### src/rtl/core/gapb_pkg.sv
package gapb_pkg;

	localparam int CHAN_W   = 8;
	localparam int NUM_CHAN = 3;
	localparam int PIX_W    = 24;
	localparam int ALPHA_W  = 8;
	localparam int PROD_W   = 2 * CHAN_W;
	localparam int MODE_W   = 2;
	localparam int IDX_W    = 2;

	localparam logic [MODE_W-1:0] MODE_565 = 2'd0;
	localparam logic [MODE_W-1:0] MODE_24  = 2'd1;
	localparam logic [MODE_W-1:0] MODE_32  = 2'd2;
	localparam logic [MODE_W-1:0] MODE_BAD = 2'd3;

	localparam logic [IDX_W-1:0] REG_DEPTH     = 2'd0;
	localparam logic [IDX_W-1:0] REG_FG        = 2'd1;
	localparam logic [IDX_W-1:0] REG_BG        = 2'd2;
	localparam logic [IDX_W-1:0] REG_USE_FRAME = 2'd3;

	localparam logic [CHAN_W-1:0] MAX5 = 8'h1F;
	localparam logic [CHAN_W-1:0] MAX6 = 8'h3F;
	localparam logic [CHAN_W-1:0] MAX8 = 8'hFF;

	typedef logic [CHAN_W-1:0] chan_t;

	typedef struct packed {
		logic s2;
		logic s3;
	} stage_en_t;

endpackage

### src/rtl/core/gapb_chan.sv
module gapb_chan (
	input  logic                  clk,
	input  gapb_pkg::stage_en_t   en,
	input  gapb_pkg::chan_t       fg,
	input  gapb_pkg::chan_t       bg,
	input  gapb_pkg::chan_t       alpha,
	input  gapb_pkg::chan_t       max,
	output gapb_pkg::chan_t       value
);

	logic [gapb_pkg::PROD_W-1:0] prod_f;
	logic [gapb_pkg::PROD_W-1:0] prod_b;
	logic [gapb_pkg::PROD_W:0]   sum_w;
	logic [gapb_pkg::PROD_W-1:0] sum_s2;
	gapb_pkg::chan_t             max_s2;
	logic [gapb_pkg::PROD_W:0]   adj;
	gapb_pkg::chan_t             quo;
	gapb_pkg::chan_t             value_s3;

	// stage 2: fg*a + bg*(255-a), max 65025
	assign prod_f = gapb_pkg::PROD_W'(fg) * gapb_pkg::PROD_W'(alpha);
	assign prod_b = gapb_pkg::PROD_W'(bg) * gapb_pkg::PROD_W'(gapb_pkg::MAX8 - alpha);
	assign sum_w  = (gapb_pkg::PROD_W+1)'(prod_f) + (gapb_pkg::PROD_W+1)'(prod_b);

	always_ff @(posedge clk) begin
		if (en.s2) begin
			sum_s2 <= sum_w[gapb_pkg::PROD_W-1:0];
			max_s2 <= max;
		end
	end

	// stage 3: x/255 == (x + 1 + (x >> 8)) >> 8 for x up to 65025
	assign adj = (gapb_pkg::PROD_W+1)'(sum_s2) + (gapb_pkg::PROD_W+1)'(1)
		+ (gapb_pkg::PROD_W+1)'(sum_s2[gapb_pkg::PROD_W-1:gapb_pkg::CHAN_W]);
	assign quo = adj[gapb_pkg::PROD_W-1:gapb_pkg::CHAN_W];

	always_ff @(posedge clk) begin
		if (en.s3) begin
			value_s3 <= (quo > max_s2) ? max_s2 : quo;
		end
	end

	assign value = value_s3;

endmodule

### src/rtl/core/glyph_alpha_pixel_blend_top.sv
// channel   handshake            payload
// in        in_valid/in_stall    alpha[7:0], frame_pixel[23:0]
// out       out_valid/out_stall  pixel[23:0], depth_ok
// cfg       wr_en                wr_index[1:0], wr_data[23:0]
//
// Three register stages (split, multiply-add, divide by 255 and pack). One item per cycle
// sustained while out_stall is low; the multiply-add per channel sets the stage depth.
// arst_n clears the valid bits and loads the register reset values.
// out_stall holds the output item; empty stages still fill, so input stalls only when all
// three stages hold items.
module glyph_alpha_pixel_blend_top (
	input  logic                            clk,
	input  logic                            arst_n,
	input  logic                            wr_en,
	input  logic [gapb_pkg::IDX_W-1:0]      wr_index,
	input  logic [gapb_pkg::PIX_W-1:0]      wr_data,
	input  logic                            in_valid,
	output logic                            in_stall,
	input  logic [gapb_pkg::ALPHA_W-1:0]    alpha,
	input  logic [gapb_pkg::PIX_W-1:0]      frame_pixel,
	output logic                            out_valid,
	input  logic                            out_stall,
	output logic [gapb_pkg::PIX_W-1:0]      pixel,
	output logic                            depth_ok
);

	logic [gapb_pkg::MODE_W-1:0] depth_mode_q;
	logic [gapb_pkg::PIX_W-1:0]  fg_color_q;
	logic [gapb_pkg::PIX_W-1:0]  bg_color_q;
	logic                        use_frame_q;

	always_ff @(posedge clk or negedge arst_n) begin
		if (!arst_n) begin
			depth_mode_q <= gapb_pkg::MODE_32;
			fg_color_q   <= 24'hFFFFFF;
			bg_color_q   <= '0;
			use_frame_q  <= 1'b0;
		end else if (wr_en) begin
			unique case (wr_index)
				gapb_pkg::REG_DEPTH:     depth_mode_q <= wr_data[gapb_pkg::MODE_W-1:0];
				gapb_pkg::REG_FG:        fg_color_q   <= wr_data;
				gapb_pkg::REG_BG:        bg_color_q   <= wr_data;
				gapb_pkg::REG_USE_FRAME: use_frame_q  <= wr_data[0];
				default:                 ;
			endcase
		end
	end

	// flow control
	logic                valid_s1, valid_s2, valid_s3;
	logic                rdy1, rdy2, rdy3;
	gapb_pkg::stage_en_t en;

	assign rdy3     = !valid_s3 || !out_stall;
	assign rdy2     = !valid_s2 || rdy3;
	assign rdy1     = !valid_s1 || rdy2;
	assign in_stall = !rdy1;
	assign en.s2    = rdy2;
	assign en.s3    = rdy3;

	always_ff @(posedge clk or negedge arst_n) begin
		if (!arst_n) begin
			valid_s1 <= 1'b0;
			valid_s2 <= 1'b0;
			valid_s3 <= 1'b0;
		end else begin
			if (rdy1) valid_s1 <= in_valid;
			if (rdy2) valid_s2 <= valid_s1;
			if (rdy3) valid_s3 <= valid_s2;
		end
	end

	// stage 1: channel split, index 0 blue, 1 green, 2 red
	logic [gapb_pkg::PIX_W-1:0] bg_src;
	gapb_pkg::chan_t            fg_ch  [gapb_pkg::NUM_CHAN];
	gapb_pkg::chan_t            bg_ch  [gapb_pkg::NUM_CHAN];
	gapb_pkg::chan_t            max_ch [gapb_pkg::NUM_CHAN];

	assign bg_src = use_frame_q ? frame_pixel : bg_color_q;

	always_comb begin
		if (depth_mode_q == gapb_pkg::MODE_565) begin
			fg_ch[0]  = gapb_pkg::CHAN_W'(fg_color_q[4:0]);
			fg_ch[1]  = gapb_pkg::CHAN_W'(fg_color_q[10:5]);
			fg_ch[2]  = gapb_pkg::CHAN_W'(fg_color_q[15:11]);
			bg_ch[0]  = gapb_pkg::CHAN_W'(bg_src[4:0]);
			bg_ch[1]  = gapb_pkg::CHAN_W'(bg_src[10:5]);
			bg_ch[2]  = gapb_pkg::CHAN_W'(bg_src[15:11]);
			max_ch[0] = gapb_pkg::MAX5;
			max_ch[1] = gapb_pkg::MAX6;
			max_ch[2] = gapb_pkg::MAX5;
		end else begin
			fg_ch[0]  = fg_color_q[7:0];
			fg_ch[1]  = fg_color_q[15:8];
			fg_ch[2]  = fg_color_q[23:16];
			bg_ch[0]  = bg_src[7:0];
			bg_ch[1]  = bg_src[15:8];
			bg_ch[2]  = bg_src[23:16];
			max_ch[0] = gapb_pkg::MAX8;
			max_ch[1] = gapb_pkg::MAX8;
			max_ch[2] = gapb_pkg::MAX8;
		end
	end

	gapb_pkg::chan_t             alpha_s1;
	gapb_pkg::chan_t             fg_s1  [gapb_pkg::NUM_CHAN];
	gapb_pkg::chan_t             bg_s1  [gapb_pkg::NUM_CHAN];
	gapb_pkg::chan_t             max_s1 [gapb_pkg::NUM_CHAN];
	logic [gapb_pkg::MODE_W-1:0] mode_s1, mode_s2, mode_s3;

	always_ff @(posedge clk) begin
		if (rdy1 && in_valid) begin
			alpha_s1 <= alpha;
			fg_s1    <= fg_ch;
			bg_s1    <= bg_ch;
			max_s1   <= max_ch;
			mode_s1  <= depth_mode_q;
		end
		if (en.s2) mode_s2 <= mode_s1;
		if (en.s3) mode_s3 <= mode_s2;
	end

	gapb_pkg::chan_t value [gapb_pkg::NUM_CHAN];

	for (genvar i = 0; i < gapb_pkg::NUM_CHAN; i++) begin : g_chan
		gapb_chan u_chan (
			.clk   (clk),
			.en    (en),
			.fg    (fg_s1[i]),
			.bg    (bg_s1[i]),
			.alpha (alpha_s1),
			.max   (max_s1[i]),
			.value (value[i])
		);
	end

	// pack
	always_comb begin
		unique case (mode_s3)
			gapb_pkg::MODE_565: pixel = {8'd0, value[2][4:0], value[1][5:0], value[0][4:0]};
			gapb_pkg::MODE_24,
			gapb_pkg::MODE_32:  pixel = {value[2], value[1], value[0]};
			default:            pixel = '0;
		endcase
	end

	assign depth_ok  = (mode_s3 != gapb_pkg::MODE_BAD);
	assign out_valid = valid_s3;

endmodule

### config.mk
export PLATFORM = sky130hd
export DESIGN_NAME = glyph_alpha_pixel_blend_top
export DESIGN_NICKNAME = d
export VERILOG_FILES = /design/src/rtl/core/gapb_pkg.sv /design/src/rtl/core/gapb_chan.sv /design/src/rtl/core/glyph_alpha_pixel_blend_top.sv
export SDC_FILE = /design/constraint.sdc
export NUM_CORES = 1
export LEC_CHECK = 0
export BUFFER_PORTS_ARGS = -buffer_cell sky130_fd_sc_hd__buf_2
export CAP_MARGIN = 20
export CORE_MARGIN = 1
export CORE_UTILIZATION = 62
export DETAILED_ROUTE_END_ITERATION = 6
export HOLD_SLACK_MARGIN = 0.1
export PLACE_DENSITY_LB_ADDON = 0.08
export SETUP_SLACK_MARGIN = 0.3
export SYNTH_ARGS = -nofsm -noshare
export SYNTH_HDL_FRONTEND = slang
export SYNTH_SLANG_ARGS = --single-unit
### constraint.sdc
create_clock -name clk -period 9.57 [get_ports clk]
set_input_delay 2.3925 -clock clk [delete_from_list [all_inputs] [get_ports clk]]
set_output_delay 2.3925 -clock clk [all_outputs]
set_load 0.02 [all_outputs]
==> flow_summary.toml, run 1 <==
[clocking]
clockBufferDepth = 2
cts_buffers = 17
root_buffer = "clkbuf_16"
clk_latency_ns = 0.46
cts_setup_buffers = 0
htree_levels = 4
cts_hold_buf = 0
postCtsResizedCells = 0
cts.sinks = 190
cts.clk_slew.worst_paths_ns = 0.09
cts_tree = "done"

[routing]
wl_per_cell_um = 16.9
drc = 0
vias = 13600
routed_wl_um = 42500
via_per_inst = 5.41
drtIter0Drc = 656
detail-route-antenna-nets = 0
drtPass1Iterations = 5

[synthesis]
synth_area_per_cell_um2 = 10.7
ys_seq_area_share_pct = 25.6
synth_async_sr_flop_share_pct = 28.4
synth_edf_count = 136
ys.flop_type = "edfxtp_1"
synth_cell_types = 67
syn_area_mm2 = 0.0213
synth_cells = 1988
yosysWarnings = 0
synth_seq_cells = 190

[critical_path]
start_kind = "flop"
worstSetupEndpointType = "flop"
reg2reg_from = "alpha_s1[1]$_DFFE_PP_"
cp-startpoint = "alpha_s1[1]$_DFFE_PP_"
critical_path_arrival_ns = 6.65
worstSetupPathType = "reg2reg"
crit_fanout = 26
required_ns = 9.78

[global_route]
grt_max_degree = 60
grt.total_usage_pct = 26.4
grt_pass1_wl_um = 73400
grt_pass1_vias = 14900
antenna_found_initial = 0
grt_overflow = 0

[timing]
finalSetupTns_ns = 0
whs_ns = 0.422
fin_crit_sh_pct = 67.3
fin_worst_skew_ns = 0.0149
tightest_slew_ns = 0.975
report.final.slew_viol_count = 0
hold_viol_final = 0
setup_viol = 0
period_needed_ns = 6.44
fmax_ghz = 0.155
rsz0062_at_grt = "false"
relSlewSlack_pct = 34.9

[floorplanning]
rows = 67
die_y_um = 188
core_area_mm2 = 0.0337
initial_utilization_pct = 63.4
die_x_um = 188
die_area_mm2 = 0.0352
io_pins = 90

[layout]
final_area_mm2 = 0.0229
final_common_cell = "inv_1"
antennaDiodeCount = 0
most-common-layout-cells = "403 x inv_1, 288 x fa_1, 217 x ha_1"
syn2layout_area_growth_pct = 7.38
drive_gt1_share_pct = 13.0
layout.nets = 2624

[min_path]
hp-class = "reg2reg"
min_from = "mode_s2[0]$_DFFE_PP_"

[placed_design]
place_hpwl_um = 32600
place.gp.congestion = 0.849
dpl_cell_area_mm2 = 0.0223
port-buffer-count = 89

[outcome]
outcome = "finished, final reports clean"

[job]
maxCapViolCount = 0
[sequential cells by signal (all words and copies together), names as in the netlist]
register              cells
mode_s3                   2
use_frame_q               1
alpha_s1                  8
g_chan.u_chan.max_s2      1
bg_color_q               24
valid_s1                  1
fg_s1                    24
bg_s1                    24
valid_s2                  1
mode_s1                   2
max_s1                    1
g_chan.u_chan.sum_s2     48
g_chan.u_chan.value      24
fg_color_q               24
mode_s2                   2
depth_mode_q              2
out_valid                 1
[worst max-delay path, cell delays in order, from the launching register on]
cell and delay [ns]:
edfxtp_1 0.96, buf_4 0.42, nand2_1 0.12, fa_1 0.53
fa_1 0.47, fa_1 0.54, inv_1 0.05, fa_1 0.49
fa_1 0.49, inv_1 0.05, fa_1 0.47, inv_1 0.04
ha_1 0.34, a21o_1 0.19, a21o_1 0.20, or3_1 0.35
o21ai_1 0.21, o31ai_1 0.13, xnor2_1 0.14
[final timing paths]
path	endpoint	slack, ns	depth (start not counted)
setup / recovery	g_chan[0].u_chan.sum_s2[15]$_DFFE_PP_	3.13	18
hold / removal	mode_s3[0]$_DFFE_PP_	0.42	0
setup reg to reg	g_chan[0].u_chan.sum_s2[15]$_DFFE_PP_	3.13	18
hold reg to reg	mode_s3[0]$_DFFE_PP_	0.42	0
max in group asynchronous	depth_mode_q[0]$_DFFE_PN0P_	6.99	2
min in group asynchronous	bg_color_q[22]$_DFFE_PN0P_	2.06	2
[through the flow]
step | setup WS, ns | std cells | utilization, %
after floorplan | 3.87 | 1990 | -
after global placement | 3.32 | 2483 | 66.0
after detailed placement | 3.17 | 2484 | 66.1
after CTS | 3.17 | 2516 | 68.0
after global routing | 2.90 | 2517 | 68.0
final | 3.13 | 2517 | 68.0
[layer usage]
metal	routed length, um	vias up	GRT usage [%]
met5	0	-	0
li1	-	6403	-
met1	19700	6850	36.6
met4	670	0	6.47
met2	20100	306	43.8
met3	2040	46	4.19
[cells by family after synthesis]
| kind of cell | count (synthesis) | share of synthesized area (%) |
|---|---|---|
| adder cells (fa/ha/maj) | 505 | 39.7 |
| AO/OA/AOI/OAI | 139 | 4.70 |
| multiplexers | 97 | 5.70 |
| XOR/XNOR | 58 | 2.38 |
| flip-flops | 190 | 25.6 |
| other | 1 | 0.0176 |
| AND/OR/NAND/NOR | 538 | 13.8 |
| buffers and inverters | 460 | 8.11 |
[layout make-up]
type                            instances  area (um2)
Clock buffer                           20         489
Clock inverter                         12         133
Fill cell                            2575       10800
Inverter                              403        1510
Multi-Input combinational cell       1340       14200
Sequential cell                       190        5470
Tap cell                              448         561
Timing Repair Buffer                  104         591
[synth_stat cells (2+ instances only)]
cell type	instances	share of area, %
inv_1	403	7.1
fa_1	288	27
ha_1	217	13
nor2b_1	138	4.0
edfxtp_1	136	19
nand2_1	122	2.1
and2_1	114	3.3
mux2_2	75	4.0
nand2b_1	66	1.9
nor2_1	48	0.84
clkbuf_1	46	0.81
xnor2_1	40	1.6
a21oi_1	34	0.80
dfrtp_1	29	3.4
dfstp_2	25	3.1
o21ai_0	22	0.52
xor2_1	18	0.74
a21o_1	16	0.56
nand3_1	15	0.35
o21bai_1	14	0.49
a22oi_1	11	0.39
mux4_2	11	1.2
mux2i_1	8	0.38
and3_1	7	0.21
buf_1	7	0.12
nand4_1	6	0.18
a211oi_1	5	0.18
nor3_1	5	0.12
o21ai_1	5	0.12
buf_2	4	0.094
o211ai_1	4	0.14
mux2_4	3	0.21
nor4_1	3	0.088
o21a_1	3	0.11
or2_2	3	0.088
a311oi_1	2	0.082
a31oi_1	2	0.059
nand3b_1	2	0.070
o311ai_0	2	0.082
or3_1	2	0.059
Power of run 1 is left out: the tool's default activity adds up to more than one toggle a clock period on the data nets, which glitch-free logic cannot reach.
==> inputs of run 2 (changes only) <==
--- a/config.mk
+++ b/config.mk
@@ -8,7 +8,7 @@
 export BUFFER_PORTS_ARGS = -buffer_cell sky130_fd_sc_hd__buf_2
 export CAP_MARGIN = 20
 export CORE_MARGIN = 1
-export CORE_UTILIZATION = 62
+export CORE_UTILIZATION = 58
 export DETAILED_ROUTE_END_ITERATION = 6
 export HOLD_SLACK_MARGIN = 0.1
 export PLACE_DENSITY_LB_ADDON = 0.08
==> constraint.sdc (replaced) <==
create_clock -name clk -period 5.2 [get_ports clk]
set_input_delay 1.3 -clock clk [delete_from_list [all_inputs] [get_ports clk]]
set_output_delay 1.3 -clock clk [all_outputs]
set_load 0.02 [all_outputs]
==> flow_summary.toml, run 2 (synthesis results as in run 1) <==
[floorplanning]
core_area_mm2 = 0.0359
initial_utilization_pct = 59.4
die_x_um = 194
io_pins = 90
rows = 69
die_y_um = 194
die_area_mm2 = 0.0376

[layout]
fillers = 2732
drive_gt1_share_pct = 24.3
largest_reg_flops = 48
final_area_mm2 = 0.0251
antennaDiodeCount = 0
syn2layout_area_growth_pct = 17.6
most-common-layout-cells = "395 x inv_1, 275 x fa_1, 201 x ha_1"
final_common_cell = "inv_1"
top_register = "g_chan.u_chan.sum_s2"
layout.nets = 2794

[routing]
wl_per_cell_um = 16.9
detail-route-antenna-nets = 0
vias = 14300
via_per_inst = 5.28
drtIter0Drc = 694
routed_wl_um = 45500
drc = 0
drtPass1Iterations = 5

[timing]
fmax_ghz = 0.182
fin_crit_sh_pct = 106
report.final.slew_viol_count = 0
tightest_slew_ns = 1.01
period_needed_ns = 5.50
fin_ws_ns = -0.296
hold_viol_final = 0
setup_viol = 17
whs_ns = 0.425
relSlewSlack_pct = 32.6
fin_worst_skew_ns = 0.0162
rsz0062_at_grt = "true"

[critical_path]
start_kind = "flop"
worstSetupEndpointType = "flop"
crit_fanout = 8
worstSetupPathType = "reg2reg"
required_ns = 5.40
critical_path_arrival_ns = 5.70

[clocking]
cts.clk_slew.worst_paths_ns = 0.08
htree_levels = 4
cts_buffers = 17
cts_tree = "done"
clk_latency_ns = 0.46
cts_hold_buf = 0
root_buffer = "clkbuf_16"
cts.sinks = 190
clockBufferDepth = 2

[min_path]
hp-class = "reg2reg"

[outcome]
violations = "setup timing"
outcome = "complete, but fails checks"

[job]
maxCapViolCount = 0

[global_route]
grt_pass1_wl_um = 76900
grt_max_degree = 60
grt.total_usage_pct = 26.0
grt_overflow = 0
grt_pass1_vias = 15600
antenna_found_initial = 1

[placed_design]
place_ws_ns = -0.274
place.gp.congestion = 0.846
place_hpwl_um = 36300
dpl_cell_area_mm2 = 0.0237
port-buffer-count = 89
run 2: through the flow:
step	setup TNS (ns)	cells	util (%)
after floorplan	-0.401	1990	-
after global placement	-1.68	2638	65.8
after detailed placement	-2.91	2639	65.9
after CTS	-1.64	2684	68.7
after global routing	-6.03	2700	69.9
final	-2.55	2700	69.9
run 2: layout make-up:
class                   instances  area [um2]  share of cell area, %
repair buffers                274        2170                   8.65
flip-flops and latches        190        5470                   21.8
well taps                     461         577                   2.30
multi-input cells            1340       14800                   58.9
inverters                     403        1510                   6.03
clock buffers                  23         512                   2.04
clock inverters                 9        87.6                  0.349
run 2: worst paths after layout:
path / to / cells past startpoint / slack (ns) / startpoint
hold / removal: g_chan[2].u_chan.max_s2[6]$_DFFE_PP_ / 0 / 0.42 / max_s1[22]$_DFFE_PP_
min in group asynchronous: bg_color_q[21]$_DFFE_PN0P_ / 1 / 0.66 / arst_n
hold reg to reg: g_chan[2].u_chan.max_s2[6]$_DFFE_PP_ / 0 / 0.42 / max_s1[22]$_DFFE_PP_
setup reg to reg: g_chan[1].u_chan.sum_s2[15]$_DFFE_PP_ / 21 / -0.30 / alpha_s1[4]$_DFFE_PP_
max in group asynchronous: valid_s1$_DFFE_PN0N_ / 2 / 3.65 / arst_n
setup / recovery: g_chan[1].u_chan.sum_s2[15]$_DFFE_PP_ / 21 / -0.30 / alpha_s1[4]$_DFFE_PP_
run 2: layer usage:
layer  GRT usage, %  vias up  share of wire, %
li1               -     6744                 -
met1           35.2     7200                46
met2           44.0      278                49
met3           3.70       40               3.5
met4           6.76        0               1.6
met5              0        -                 0
run 2: worst max-delay path: stages, from the launching register on:
cell and delay (ns):
edfxtp_1 0.46, buf_12 0.18, buf_8 0.13, and2_4 0.13
fa_1 0.53, inv_1 0.05, fa_1 0.47, inv_1 0.05
fa_1 0.52, fa_1 0.43, fa_1 0.50, inv_1 0.05
fa_1 0.47, inv_1 0.06, ha_4 0.17, nor2_4 0.12
o211ai_1 0.14, buf_4 0.18, a311oi_2 0.26, o21bai_1 0.09
a21oi_1 0.17, xnor2_1 0.08
run 2: what timing repair did:
item	4_1_cts	5_1_grt
pin swaps	32	26
gates resized for setup	70	62
buffers inserted	12	12
setup endpoints to repair	27	29
cloned	1	3
Power of run 2 is left out for the same reason.
==> inputs of run 3 (changes only) <==
--- a/config.mk
+++ b/config.mk
@@ -7,8 +7,10 @@
 export LEC_CHECK = 0
 export BUFFER_PORTS_ARGS = -buffer_cell sky130_fd_sc_hd__buf_2
 export CAP_MARGIN = 20
+export CORE_ASPECT_RATIO = 0.75
 export CORE_MARGIN = 1
 export CORE_UTILIZATION = 58
+export CTS_CLUSTER_SIZE = 10
 export DETAILED_ROUTE_END_ITERATION = 6
 export HOLD_SLACK_MARGIN = 0.1
 export PLACE_DENSITY_LB_ADDON = 0.08
==> flow_summary.toml, run 3 (synthesis results as in run 1) <==
[outcome]
outcome = "complete, but fails checks"
violations = "setup timing"

[placed_design]
port-buffer-count = 89
place_hpwl_um = 38000
place.gp.congestion = 0.861

[critical_path]
start_kind = "flop"
r2r-end = "g_chan[2].u_chan.sum_s2[15]$_DFFE_PP_"
cp_slowest_cell = "fa_1"
crit_fanout = 11
r2r_slack_ns = -0.26
ff2ff_path_depth = 19
critical_path_arrival_ns = 5.65
cp_cell_sequence = "buf_12 > clkbuf_16 > nand2b_1 > fa_1 > fa_1 > inv_1 > fa_1 > fa_1 > fa_1 > inv_1 > fa_1 > inv_2 > ha_4 > nor4_4 > o21ai_2 > a311oi_1 > o21bai_1 > a21oi_2 > xnor2_1"
worstSetupEndpointType = "flop"
worstSetupPathType = "reg2reg"
required_ns = 5.39
reg2reg_from = "alpha_s1[3]$_DFFE_PP_"
cp_slowest_stage_delay_ns = 0.56
crit_top_cell = "fa_1"

[floorplanning]
rows = 60
io_pins = 90
die_x_um = 224
initial_utilization_pct = 59.2
core_area_mm2 = 0.0360
die_y_um = 168
die_area_mm2 = 0.0376

[min_path]
hp-class = "reg2reg"
min_from = "mode_s2[0]$_DFFE_PP_"
hold_path_depth = 0
min_to = "mode_s3[0]$_DFFE_PP_"

[timing]
fin_worst_skew_ns = 0.0144
setup_viol = 18
rsz0062_at_grt = "true"
finalSetupTns_ns = -2.31
period_needed_ns = 5.46
hold_viol_final = 0
fin_crit_sh_pct = 105
fin_ws_ns = -0.259
report.final.slew_viol_count = 0
fmax_ghz = 0.183
relSlewSlack_pct = 31.1
tightest_slew_ns = 1.03
whs_ns = 0.428

[clocking]
clk_latency_ns = 0.46
clockBufferDepth = 2
cts_buffers = 17
cts_tree = "done"
cts.clk_slew.worst_paths_ns = 0.07
htree_levels = 4
cts.sinks = 190
root_buffer = "clkbuf_16"

[routing]
vias = 14400
drtPass1Iterations = 5
via_per_inst = 5.30
drtIter0Drc = 843
drc = 0
routed_wl_um = 48700
wl_per_cell_um = 17.9
detail-route-antenna-nets = 0

[global_route]
grt_pass1_vias = 15300
grt_max_degree = 55
grt.total_usage_pct = 27.3
antenna_found_initial = 0
grt_pass1_wl_um = 79400
grt_overflow = 0

[job]
maxCapViolCount = 0

[layout]
layout.nets = 2808
top_register = "g_chan.u_chan.sum_s2"
syn2layout_area_growth_pct = 19.8
most-common-layout-cells = "387 x inv_1, 274 x fa_1, 194 x ha_1"
drive_gt1_share_pct = 26.9
final_common_cell = "inv_1"
largest_reg_flops = 48
-- run 3: cell types whose count changed in the layout (fill, tap and decap cells not counted), sizes merged --
cell / delta
diode: +1
inv: -1
clkbuf: -5
clkinv: +5
buf: +15
-- run 3: through the flow --
stage	instances	util [%]	worst slack, ns	cell area, um2
2_1_floorplan	1990	-	-0.203	21600
3_3_place_gp	2658	65.8	-0.439	23700
3_5_place_dp	2659	65.9	-0.454	23700
4_1_cts	2713	69.5	-0.251	25000
5_1_grt	2718	70.9	-0.469	25600
6_report	2719	71.0	-0.259	25600
-- run 3: cell type report --
class	instances	area, um2
diodes	1	2.50
clock buffers	19	453
clock inverters	13	170
fillers	2683	10500
inverters	403	1510
multi-input cells	1340	15100
flip-flops and latches	190	5470
well taps	465	582
repair buffers	288	2320
-- run 3: timing repair --
action	CTS	global route
setup buffers	17	3
pin swaps	41	36
setup endpoints to repair	28	28
gates cloned	5	2
hold buffers	0	0
gates resized for setup	102	100
-- run 3: worst max-delay path by stage --
stage / depth (start not counted) / end / from / slack, ns
2_1_floorplan: 20 / g_chan[0].u_chan.sum_s2[15]$_DFFE_PP_ / alpha_s1[4]$_DFFE_PP_ / -0.20
3_3_place_gp: 18 / g_chan[0].u_chan.sum_s2[12]$_DFFE_PP_ / alpha_s1[3]$_DFFE_PP_ / -0.44
3_5_place_dp: 16 / g_chan[0].u_chan.sum_s2[12]$_DFFE_PP_ / alpha_s1[3]$_DFFE_PP_ / -0.45
4_1_cts: 21 / g_chan[2].u_chan.sum_s2[15]$_DFFE_PP_ / alpha_s1[4]$_DFFE_PP_ / -0.25
5_1_grt: 19 / g_chan[2].u_chan.sum_s2[15]$_DFFE_PP_ / alpha_s1[4]$_DFFE_PP_ / -0.47
6_report: 19 / g_chan[2].u_chan.sum_s2[15]$_DFFE_PP_ / alpha_s1[3]$_DFFE_PP_ / -0.26
-- run 3: layer usage --
metal	vias to the layer above	part of all wire [%]	GRT usage (%)
met5	-	0	0
met4	0	1.3	4.85
met3	48	4.9	4.54
met2	321	45	42.5
met1	7247	49	40.8
li1	6783	-	-
-- run 3: critical path, delay by kind of cell, from the launching register on --
| family | cells | cell delay (ns) |
|---|---|---|
| flip-flops | 1 | 0.41 |
| AO/OA/AOI/OAI | 4 | 0.67 |
| buffers and inverters | 5 | 0.52 |
| AND/OR/NAND/NOR | 2 | 0.45 |
| adder cells (fa/ha/maj) | 7 | 3.05 |
| XOR/XNOR | 1 | 0.09 |
Power of run 3 is left out for the same reason.
